**src/hw/rtl/h2r_pkg.sv**
```systemverilog
package h2r_pkg;

    // Component format: unsigned Q1.12, 4096 means 1.0
    localparam int COMP_FRAC_BITS = 12;
    localparam int COMP_W         = COMP_FRAC_BITS + 1;
    localparam int HUE_W          = 16;

    typedef logic [COMP_W-1:0] comp_t;
    typedef logic [HUE_W-1:0]  hue_t;

    localparam comp_t COMP_ONE = comp_t'(1) << COMP_FRAC_BITS;

    // Hue in 1/16 degree: 5760 per circle, 960 per sector.
    // Biasing the signed hue by 32768 shifts it by 3968 mod 5760;
    // adding 1792 more brings the offset to a whole multiple of 5760.
    localparam logic [16:0] HUE_BIAS    = 17'd1792;
    localparam logic [9:0]  SECTOR_SPAN = 10'd960;

    // floor(n / 15) = (n * RECIP15) >> RECIP_SHIFT for n below 2^16
    localparam logic [20:0] RECIP15     = 21'd1118482;
    localparam int          RECIP_SHIFT = 24;

    // floor(n / 6) = (n * 43) >> 8 for n below 128
    localparam logic [5:0]  RECIP6      = 6'd43;

    // Hexcone sectors, 60 degrees each
    typedef enum logic [2:0] {
        SEC_RED_YELLOW     = 3'd0,
        SEC_YELLOW_GREEN   = 3'd1,
        SEC_GREEN_CYAN     = 3'd2,
        SEC_CYAN_BLUE      = 3'd3,
        SEC_BLUE_MAGENTA   = 3'd4,
        SEC_MAGENTA_RED    = 3'd5
    } sector_t;

endpackage

```
**src/hw/rtl/h2r_in_if.sv**
```systemverilog
interface h2r_in_if;
    import h2r_pkg::*;

    logic  valid;
    logic  ready;
    hue_t  hue;
    comp_t saturation;
    comp_t brightness;
    comp_t opacity_in;

    modport source (output valid, output hue, output saturation, output brightness,
                    output opacity_in, input ready);
    modport sink   (input valid, input hue, input saturation, input brightness,
                    input opacity_in, output ready);
endinterface

```
**src/hw/rtl/h2r_out_if.sv**
```systemverilog
interface h2r_out_if;
    import h2r_pkg::*;

    logic  valid;
    logic  ready;
    comp_t red;
    comp_t green;
    comp_t blue;
    comp_t opacity_out;

    modport source (output valid, output red, output green, output blue,
                    output opacity_out, input ready);
    modport sink   (input valid, input red, input green, input blue,
                    input opacity_out, output ready);
endinterface

```
**src/hw/rtl/hsv_to_rgb_converter.sv**
```systemverilog
// HSV to RGB converter. Takes one colour beat per clock (hue in signed 1/16
// degree, saturation, value and alpha in Q1.12) and returns red, green, blue
// and the untouched alpha in Q1.12. Throughput is one beat per cycle; every
// beat passes through the six-stage pipeline (hue reduction, sector and
// fraction split, then two rounds of 13-bit products and the sector routing).
// The whole pipeline halts while the output beat is held by the sink, so
// ready follows the sink combinationally. Saturation and value above 1.0 are
// clamped to 1.0; alpha is passed on bit for bit.
module hsv_to_rgb_converter (
    input  logic       clk,
    input  logic       rst_n,
    h2r_in_if.sink     hsv_in,
    h2r_out_if.source  rgb_out
);
    import h2r_pkg::*;

    localparam int STAGES = 6;

    logic              advance;
    logic [STAGES-1:0] vld_reg;
    logic [STAGES-1:0] vld_next;

    // Stage A: clamp, bias hue, start divide by sector span
    logic [16:0] a_x_reg,   a_x_next;
    logic [31:0] a_quo_reg, a_quo_next;
    comp_t       a_sat_reg, a_sat_next;
    comp_t       a_val_reg, a_val_next;
    comp_t       a_opa_reg;

    // Stage B: sector index and remainder
    logic [9:0]  b_rem_reg,  b_rem_next;
    logic [6:0]  b_idx_reg,  b_idx_next;
    logic [3:0]  b_div6_reg, b_div6_next;
    comp_t       b_sat_reg, b_val_reg, b_opa_reg;

    // Stage C: sector, fraction product, p product
    sector_t     c_sector_reg, c_sector_next;
    logic [36:0] c_fprod_reg,  c_fprod_next;
    logic [25:0] c_pprod_reg,  c_pprod_next;
    comp_t       c_sat_reg, c_val_reg, c_opa_reg;

    // Stage D: s*f and s*(1-f)
    logic [11:0] c_frac;
    logic [24:0] d_sf_reg,  d_sf_next;
    logic [24:0] d_sfc_reg, d_sfc_next;
    comp_t       d_p_reg, d_val_reg, d_opa_reg;
    sector_t     d_sector_reg;

    // Stage E: v*(1-sf) and v*(1-s(1-f))
    logic [25:0] e_qprod_reg, e_qprod_next;
    logic [25:0] e_tprod_reg, e_tprod_next;
    comp_t       e_p_reg, e_val_reg, e_opa_reg;
    sector_t     e_sector_reg;

    // Stage F: routed output
    comp_t       f_red_reg,   f_red_next;
    comp_t       f_green_reg, f_green_next;
    comp_t       f_blue_reg,  f_blue_next;
    comp_t       f_opa_reg;

    // Flow control: whole pipe moves unless the output beat is held
    assign advance      = !vld_reg[STAGES-1] || rgb_out.ready;
    assign hsv_in.ready = advance;
    assign vld_next     = {vld_reg[STAGES-2:0], hsv_in.valid};

    always_ff @(posedge clk or negedge rst_n)
    begin
        if (!rst_n)
        begin
            vld_reg <= '0;
        end
        else if (advance)
        begin
            vld_reg <= vld_next;
        end
    end

    // Stage A logic
    always_comb
    begin
        a_sat_next = (hsv_in.saturation > COMP_ONE) ? COMP_ONE : hsv_in.saturation;
        a_val_next = (hsv_in.brightness > COMP_ONE) ? COMP_ONE : hsv_in.brightness;
        a_x_next   = {1'b0, ~hsv_in.hue[HUE_W-1], hsv_in.hue[HUE_W-2:0]} + HUE_BIAS;
        // x / 960 = (x >> 6) / 15
        a_quo_next = {21'd0, a_x_next[16:6]} * {11'd0, RECIP15};
    end

    // Stage B logic
    always_comb
    begin
        logic [16:0] span_mul;
        logic [11:0] idx_mul6;
        b_idx_next  = a_quo_reg[RECIP_SHIFT+6:RECIP_SHIFT];
        span_mul    = {10'd0, b_idx_next} * {7'd0, SECTOR_SPAN};
        b_rem_next  = 10'(a_x_reg - span_mul);
        idx_mul6    = {5'd0, b_idx_next} * {6'd0, RECIP6};
        b_div6_next = idx_mul6[11:8];
    end

    // Stage C logic
    always_comb
    begin
        logic [6:0]  six_mul;
        logic [15:0] rem_scaled;
        six_mul       = {1'b0, b_div6_reg, 2'b00} + {2'b00, b_div6_reg, 1'b0};
        c_sector_next = sector_t'(3'(b_idx_reg - six_mul));
        // f = rem * 4096 / 960 = (rem * 64) / 15
        rem_scaled    = {b_rem_reg, 6'd0};
        c_fprod_next  = {21'd0, rem_scaled} * {16'd0, RECIP15};
        c_pprod_next  = {13'd0, b_val_reg} * {13'd0, COMP_ONE - b_sat_reg};
    end

    // Stage D logic
    always_comb
    begin
        comp_t frac_c;
        c_frac     = c_fprod_reg[RECIP_SHIFT+11:RECIP_SHIFT];
        frac_c     = COMP_ONE - {1'b0, c_frac};
        d_sf_next  = {12'd0, c_sat_reg} * {12'd0, 1'b0, c_frac};
        d_sfc_next = {12'd0, c_sat_reg} * {12'd0, frac_c};
    end

    // Stage E logic
    always_comb
    begin
        comp_t q_fac;
        comp_t t_fac;
        q_fac        = COMP_ONE - d_sf_reg[24:COMP_FRAC_BITS];
        t_fac        = COMP_ONE - d_sfc_reg[24:COMP_FRAC_BITS];
        e_qprod_next = {13'd0, d_val_reg} * {13'd0, q_fac};
        e_tprod_next = {13'd0, d_val_reg} * {13'd0, t_fac};
    end

    // Stage F logic: hexcone routing
    always_comb
    begin
        comp_t q_val;
        comp_t t_val;
        // products never exceed 1.0 * 1.0, so bit 25 stays clear
        q_val = e_qprod_reg[24:COMP_FRAC_BITS];
        t_val = e_tprod_reg[24:COMP_FRAC_BITS];
        case (e_sector_reg)
            SEC_RED_YELLOW:
            begin
                f_red_next = e_val_reg; f_green_next = t_val;     f_blue_next = e_p_reg;
            end
            SEC_YELLOW_GREEN:
            begin
                f_red_next = q_val;     f_green_next = e_val_reg; f_blue_next = e_p_reg;
            end
            SEC_GREEN_CYAN:
            begin
                f_red_next = e_p_reg;   f_green_next = e_val_reg; f_blue_next = t_val;
            end
            SEC_CYAN_BLUE:
            begin
                f_red_next = e_p_reg;   f_green_next = q_val;     f_blue_next = e_val_reg;
            end
            SEC_BLUE_MAGENTA:
            begin
                f_red_next = t_val;     f_green_next = e_p_reg;   f_blue_next = e_val_reg;
            end
            default:
            begin
                f_red_next = e_val_reg; f_green_next = e_p_reg;   f_blue_next = q_val;
            end
        endcase
    end

    // Payload registers, loaded on every pipeline step
    always_ff @(posedge clk)
    begin
        if (advance)
        begin
            a_x_reg      <= a_x_next;
            a_quo_reg    <= a_quo_next;
            a_sat_reg    <= a_sat_next;
            a_val_reg    <= a_val_next;
            a_opa_reg    <= hsv_in.opacity_in;

            b_rem_reg    <= b_rem_next;
            b_idx_reg    <= b_idx_next;
            b_div6_reg   <= b_div6_next;
            b_sat_reg    <= a_sat_reg;
            b_val_reg    <= a_val_reg;
            b_opa_reg    <= a_opa_reg;

            c_sector_reg <= c_sector_next;
            c_fprod_reg  <= c_fprod_next;
            c_pprod_reg  <= c_pprod_next;
            c_sat_reg    <= b_sat_reg;
            c_val_reg    <= b_val_reg;
            c_opa_reg    <= b_opa_reg;

            d_sf_reg     <= d_sf_next;
            d_sfc_reg    <= d_sfc_next;
            d_p_reg      <= c_pprod_reg[24:COMP_FRAC_BITS];
            d_val_reg    <= c_val_reg;
            d_opa_reg    <= c_opa_reg;
            d_sector_reg <= c_sector_reg;

            e_qprod_reg  <= e_qprod_next;
            e_tprod_reg  <= e_tprod_next;
            e_p_reg      <= d_p_reg;
            e_val_reg    <= d_val_reg;
            e_opa_reg    <= d_opa_reg;
            e_sector_reg <= d_sector_reg;

            f_red_reg    <= f_red_next;
            f_green_reg  <= f_green_next;
            f_blue_reg   <= f_blue_next;
            f_opa_reg    <= e_opa_reg;
        end
    end

    assign rgb_out.valid       = vld_reg[STAGES-1];
    assign rgb_out.red         = f_red_reg;
    assign rgb_out.green       = f_green_reg;
    assign rgb_out.blue        = f_blue_reg;
    assign rgb_out.opacity_out = f_opa_reg;

endmodule
```
**src/flat_wrapper.sv**
```systemverilog
// flat-port wrapper written by rule: the top's interface ports become plain ports
module hsv_to_rgb_converter_flat import h2r_pkg::*;
  (clk, rst_n, hsv_in_valid, hsv_in_hue, hsv_in_saturation, hsv_in_brightness, hsv_in_opacity_in, hsv_in_ready, rgb_out_valid, rgb_out_red, rgb_out_green, rgb_out_blue, rgb_out_opacity_out, rgb_out_ready);
  h2r_in_if hsv_in_i ();
  h2r_out_if rgb_out_i ();
  input  logic clk;
  input  logic rst_n;
  input wire logic [$bits(hsv_in_i.valid)-1:0] hsv_in_valid;
  input wire logic [$bits(hsv_in_i.hue)-1:0] hsv_in_hue;
  input wire logic [$bits(hsv_in_i.saturation)-1:0] hsv_in_saturation;
  input wire logic [$bits(hsv_in_i.brightness)-1:0] hsv_in_brightness;
  input wire logic [$bits(hsv_in_i.opacity_in)-1:0] hsv_in_opacity_in;
  output wire logic [$bits(hsv_in_i.ready)-1:0] hsv_in_ready;
  output wire logic [$bits(rgb_out_i.valid)-1:0] rgb_out_valid;
  output wire logic [$bits(rgb_out_i.red)-1:0] rgb_out_red;
  output wire logic [$bits(rgb_out_i.green)-1:0] rgb_out_green;
  output wire logic [$bits(rgb_out_i.blue)-1:0] rgb_out_blue;
  output wire logic [$bits(rgb_out_i.opacity_out)-1:0] rgb_out_opacity_out;
  input wire logic [$bits(rgb_out_i.ready)-1:0] rgb_out_ready;
  assign hsv_in_i.valid = hsv_in_valid;
  assign hsv_in_i.hue = hsv_in_hue;
  assign hsv_in_i.saturation = hsv_in_saturation;
  assign hsv_in_i.brightness = hsv_in_brightness;
  assign hsv_in_i.opacity_in = hsv_in_opacity_in;
  assign hsv_in_ready = hsv_in_i.ready;
  assign rgb_out_valid = rgb_out_i.valid;
  assign rgb_out_red = rgb_out_i.red;
  assign rgb_out_green = rgb_out_i.green;
  assign rgb_out_blue = rgb_out_i.blue;
  assign rgb_out_opacity_out = rgb_out_i.opacity_out;
  assign rgb_out_i.ready = rgb_out_ready;
  hsv_to_rgb_converter u_core (.clk(clk), .rst_n(rst_n), .hsv_in(hsv_in_i), .rgb_out(rgb_out_i));
endmodule
```
**config.mk**
```make
export PLATFORM = sky130hd
export DESIGN_NAME = hsv_to_rgb_converter_flat
export DESIGN_NICKNAME = d
export VERILOG_FILES = /design/src/hw/rtl/h2r_pkg.sv /design/src/hw/rtl/h2r_in_if.sv /design/src/hw/rtl/h2r_out_if.sv /design/src/hw/rtl/hsv_to_rgb_converter.sv /design/src/flat_wrapper.sv
export SDC_FILE = /design/constraint.sdc
export NUM_CORES = 2
export LEC_CHECK = 0
export BUFFER_PORTS_ARGS = -buffer_cell sky130_fd_sc_hd__buf_4
export CELL_PAD_IN_SITES_DETAIL_PLACEMENT = 2
export CELL_PAD_IN_SITES_GLOBAL_PLACEMENT = 2
export CORE_UTILIZATION = 43
export CTS_CLUSTER_SIZE = 20
export DETAILED_ROUTE_END_ITERATION = 8
export GPL_TIMING_DRIVEN = 0
export PLACE_DENSITY = 0.91
export SYNTH_ARGS = -nofsm -noshare
export SYNTH_HDL_FRONTEND = slang
export SYNTH_SLANG_ARGS = --single-unit
```
**constraint.sdc**
```tcl
create_clock -name clk -period 19.05 [get_ports clk]
set_input_delay 2.8575 -clock clk [delete_from_list [all_inputs] [get_ports clk]]
set_output_delay 2.8575 -clock clk [all_outputs]
set_load 0.03 [all_outputs]
```
[Yosys cells after proc, flatten, opt, wreduce, memory -nomap -nowiden]
Cells that the tools add are included.
Storage, ports and cells
  flip-flop bits (word level): 471
  word-level logic and storage cells: 68
  latch bits: 0
  bits in writable memories: 0
  memories: 0
  ROM bits: 0
Operators by class
  divide/modulo/power cells: 0
  reduce and logical (&&, ||, !) cells: 7
  equal/unequal tests: 4
  $lt $le $gt $ge: 2
  shift-type cells: 0
  $add $sub $neg: 8
  muxes and demuxes: 3
  $mul: 9
  bitwise operators: 1
Operator list (number)
  case mux 13 bit (3 select lines): 3
  multiplier 13 x 13 -> 25 bit: 4
  subtractor 13 bit, first input constant: 3
  multiplier 11 x 20 -> 30 bit, second input constant: 1
  multiplier 10 x 20 -> 29 bit, second input constant: 1
  greater-than comparator 13 bit, second input constant: 2
  multiplier 13 x 12 -> 25 bit: 1
  adder 16 x 11 -> 17 bit, second input constant: 1
  subtractor 13 x 12 -> 13 bit, first input constant: 1
  multiplier 7 x 6 -> 10 bit, second input constant: 1
  subtractor 10 bit: 1
  OR reduction 2 bit: 4
  multiplier 7 x 4 -> 4 bit, second input constant: 1
  == test 3 x 2 -> 1 bit, second input constant: 2
  adder 3 bit: 1
  == test 3 x 1 -> 1 bit, second input constant: 1
  == test 3 bit, second input constant: 1
  logical NOT 3 bit: 1
  subtractor 3 bit: 1
  logical NOT 1 bit: 1
  logical OR 1 bit: 1
  inverter 1 bit: 1

[Depth between registers and ports, before layout]
  depth in word-level cells: 3
  gate-level depth with buffers: 28
  gate-level depth less buffers: 26

[Worst setup path before layout]
OpenSTA, ideal clock, no wires.
  path type: input -> output
  start point: input rgb_out_ready
  end point: output hsv_in_ready
  stages: 2
  arrival time: 13210 ps
  buffers on the path: 1
  data required time: 16192 ps
  path slack: 2982 ps
  cell sequence: nand2b_1 > clkbuf_1
On the way
  word-level cells in the longest chain between the ends: 1
Ends and longest elaborated chain
  from (decl): RTL line flat_wrapper.sv:19  | input wire logic [$bits(rgb_out_i.ready)-1:0] rgb_out_ready;
  logical OR 1 bit: RTL line hsv_to_rgb_converter.sv:62  | assign advance = !vld_reg[STAGES-1] || rgb_out.ready;
  to (decl): RTL line flat_wrapper.sv:13  | output wire logic [$bits(hsv_in_i.ready)-1:0] hsv_in_ready;
Every way passes these cells.

[Worst setup path in the final report]
  start point: register u_core.c_fprod_reg[25]
  end point: register u_core.d_sfc_reg[24] (data pin)
On the way
  word-level cells in the longest chain between the ends: 2
Ends and longest elaborated chain
  from (decl): RTL line hsv_to_rgb_converter.sv:38  | logic [36:0] c_fprod_reg, c_fprod_next;
  from (signal assigned): RTL line hsv_to_rgb_converter.sv:189  | c_fprod_reg <= c_fprod_next;
  subtractor 13 x 12 -> 13 bit: RTL line hsv_to_rgb_converter.sv:118  | frac_c = COMP_ONE - {1'b0, c_frac};
  multiplier 13 x 13 -> 25 bit: RTL line hsv_to_rgb_converter.sv:120  | d_sfc_next = {12'd0, c_sat_reg} * {12'd0, frac_c};
  net u_core.d_sfc_next[24]: RTL line hsv_to_rgb_converter.sv:45  | logic [24:0] d_sfc_reg, d_sfc_next;
  to (signal assigned): RTL line hsv_to_rgb_converter.sv:196  | d_sfc_reg <= d_sfc_next;
  to (decl): RTL line hsv_to_rgb_converter.sv:45
The timed path passes the listed nets, and every way through them passes these cells.
A chain may end at the register's enable or synchronous reset.

==> qor.yml <==
worst_setup_path:
  worst_setup_path_end_kind: "register"
  crit_path_top_delay_cell: "o41ai_4"
  reg2reg_slack_ps: 9700
  startpoint_types: "register"
  path_max_fanout: 10
  crit_path_frequent_cell: "fa_1"
  critical_path_rt_ps: 19430
  max_stage_delay_ps: 830
  timing.critical_path.arrival_ps: 9730
  r2r-end: "u_core.d_sfc_reg[24]"
  timing.setup.critical_path_class: "register to register"
  r2r-start: "u_core.c_fprod_reg[25]"
  worst_r2r_path_depth: 25
die:
  die-width_um: 315
  placeableCoreArea_um2: 96900
  io-pin-count: 113
  core.rowCount: 114
  initial_core_util_pct: 43.4
  die_area_um2: 99100
  chipHeight_um: 315
timing:
  period_minus_slack_ps: 9350
  layout_worst_path_cycle_share_pct: 49.1
  maxSlewHeadroom_pct: 16.5
  fin_hold_ws_ps: 419
  clock-skew-final_ps: 49.3
  finalSetupViolations: 0
  finalHoldViolations: 0
  fmax_mhz: 107
  timing.final.ws_setup_ps: 9700
  rsz0062_at_grt: "no"
  timing.final.max_slew_violations: 0
  totalNegativeSetupSlack_ps: 0
  worst-slew-pin-transition_ps: 1250
clock_network:
  clk-insertion-delay-late_ps: 660
  cts_hold_buf: 0
  gates_resized_cts_repair: 0
  clock-root-buffer: "clkbuf_16"
  tritoncts: "done"
  post_cts_clock_slew_at_the_launch_and_capture_registers_of_the_worst_setup_and_hold_paths_ps: 70
  cts.htree.levels: 2
  cts_post_setup_buffers_inserted: 0
  ctsLongestPathBuffers: 3
  number_of_buffers_inserted_during_clock_tree_synthesis: 45
  clkSinkCount: 371
drt:
  drc: 12
  dr.first_iter.drc_count: 3402
  wl_per_cell_um: 36.2
  num_vias: 34200
  ant_nets: 0
  finalWirelength_um: 201000
  detailedRoute.firstPassIterationCount: 7
  via_per_inst: 6.16
layout:
  areaGrowthSynthToFinish_pct: 9.70
  layout-drive-gt1-share_pct: 5.78
  fin_nets: 5350
yosys:
  synth_top_family_by_area: "adder cells"
  post_synth_edffs: 365
  ys_warns: 0
  synth_adder_area_share_pct: 42.2
  postSynthRegisterBits: 371
  synthFlopType: "edfxtp_1"
  synth_simple_gate_area_share_pct: 12.8
  synth_area_in_compound_gates_pct: 4.43
  synthesized_area_divided_by_synthesized_cell_count_um2: 10.3
  syn_area_um2: 42100
  area_share_of_xor_xnor_cells_in_the_synthesized_design_pct: 3.12
  synth.area.mux_share_pct: 1.81
  synth_area_leaders: "fa_1 (29%), edfxtp_1 (26%), ha_1 (13%)"
  yosys-top-cells-count: "inv_1 (867), fa_1 (611), nand2_1 (541)"
  synthArstFlopShare_pct: 1.62
  synth_cells: 4074
  synth.most_common_cell: "inv_1"
  synth.yosys.seq_area_share_pct: 26.4
  yosys.cell_types.count: 64
  synth.largest_area_cell: "fa_1"
  synth_nets: 5186
  synth_top_cell_area_share_pct: 29.1
global_routing:
  grt_start_max_net_pins: 72
  grt_overall_usage_pct: 41.0
  first_global_vias: 41000
  total_congestion_overflow_after_global_routing: 0
  grt_pass1_wl_um: 290000
  grt_antenna_before_repair: 8
hold_path:
  whs_path_cells: 0
  hold_class: "register to register"
  worst_hold_path.endpoint: "u_core.e_p_reg[2]"
  timing.hold.worst.start: "u_core.d_p_reg[2]"
placed_design:
  gp_congestion: 0.915
  placement.setup.worst_slack_ps: 10260
  detailed_place_hpwl_um: 132000
  port-buffer-count: 112
run_status:
  violations_in_the_final_reports: "design-rule violations"
  result_of_the_run: "finished, violations left"
job:
  cap_viol_max_count: 0
-- cell type report --
cell class	instances	area (µm²)
Timing Repair Buffer	117	978
Multi-Input combinational cell	2669	27100
Tap cell	1276	1600
Clock buffer	57	1190
Clock inverter	27	303
Antenna cell	2	5.00
Inverter	867	3250
Sequential cell	371	11100
Fill cell	9894	50700
Buffer	167	634
-- per-stage QoR --
step           std cells  util [%]  area (µm²)
6_report            5553      47.6       46100
3_5_place_dp        5467      46.1       44600
3_3_place_gp        5462      45.9       44500
4_1_cts             5551      47.6       46100
2_1_floorplan       4074         -       42100
5_1_grt             5551      47.6       46100
-- critical path, delay by kind of cell (launching register included) --
family                   cells  cell delay (ps)
XOR/XNOR                     1              640
buffers and inverters        6             1440
AND/OR/NAND/NOR              6              980
flip-flops                   1              590
AO/OA/AOI/OAI                5             2300
adder cells (fa/ha/maj)      7             3100
-- worst max-delay path by stage --
stage	startpoint	endpoint	slack, ps	cells after the start
floorplan	rgb_out_ready	hsv_in_ready	2980	2
global placement	rgb_out_ready	hsv_in_ready	-1900	4
detailed placement	u_core.d_sf_reg[12]	u_core.e_qprod_reg[23]	10260	23
CTS	u_core.b_sat_reg[0]	u_core.c_pprod_reg[22]	10030	25
global route	u_core.c_fprod_reg[25]	u_core.d_sfc_reg[24]	9650	25
finish	u_core.c_fprod_reg[25]	u_core.d_sfc_reg[24]	9700	25
-- per-layer routing --
layer	part of all wire, %	vias up	global-route usage [%]
li1	-	13000	-
met1	32	17500	41.8
met2	49	2437	69.6
met3	8.5	1226	10.6
met4	10	8	36.2
met5	0.027	-	0
-- cell usage in the layout (no fill, tap or decap), drive strengths merged, types with 5 or more instances in the layout --
cell and count:
or3 10, and3 7, nand4 20, o22ai 24, edfxtp 365, a21oi 89, xnor2 109, clkinv 15
and2 306, o21bai 9, bufinv 5, clkinvlp 5, ha 442, mux2 41, nand2 541, xor2 41
nand2b 12, dfrtp 6, o21a 13, o21ai 41, nor4 6, clkbuf 216, nand3 19, inv 869
o211ai 8, a21o 28, fa 611, nor2b 46, nor2 99, nor3 32, a211oi 39, buf 125
mux2i 30
-- cell families after synthesis --
kind of cell	count (synthesis)
AO/OA/AOI/OAI	282
XOR/XNOR	150
adder cells (fa/ha/maj)	1053
buffers and inverters	1034
flip-flops	371
multiplexers	71
AND/OR/NAND/NOR	1113
Power is not shown: default switching activity piles up to over one toggle a cycle in this logic, so the estimate is an artifact.
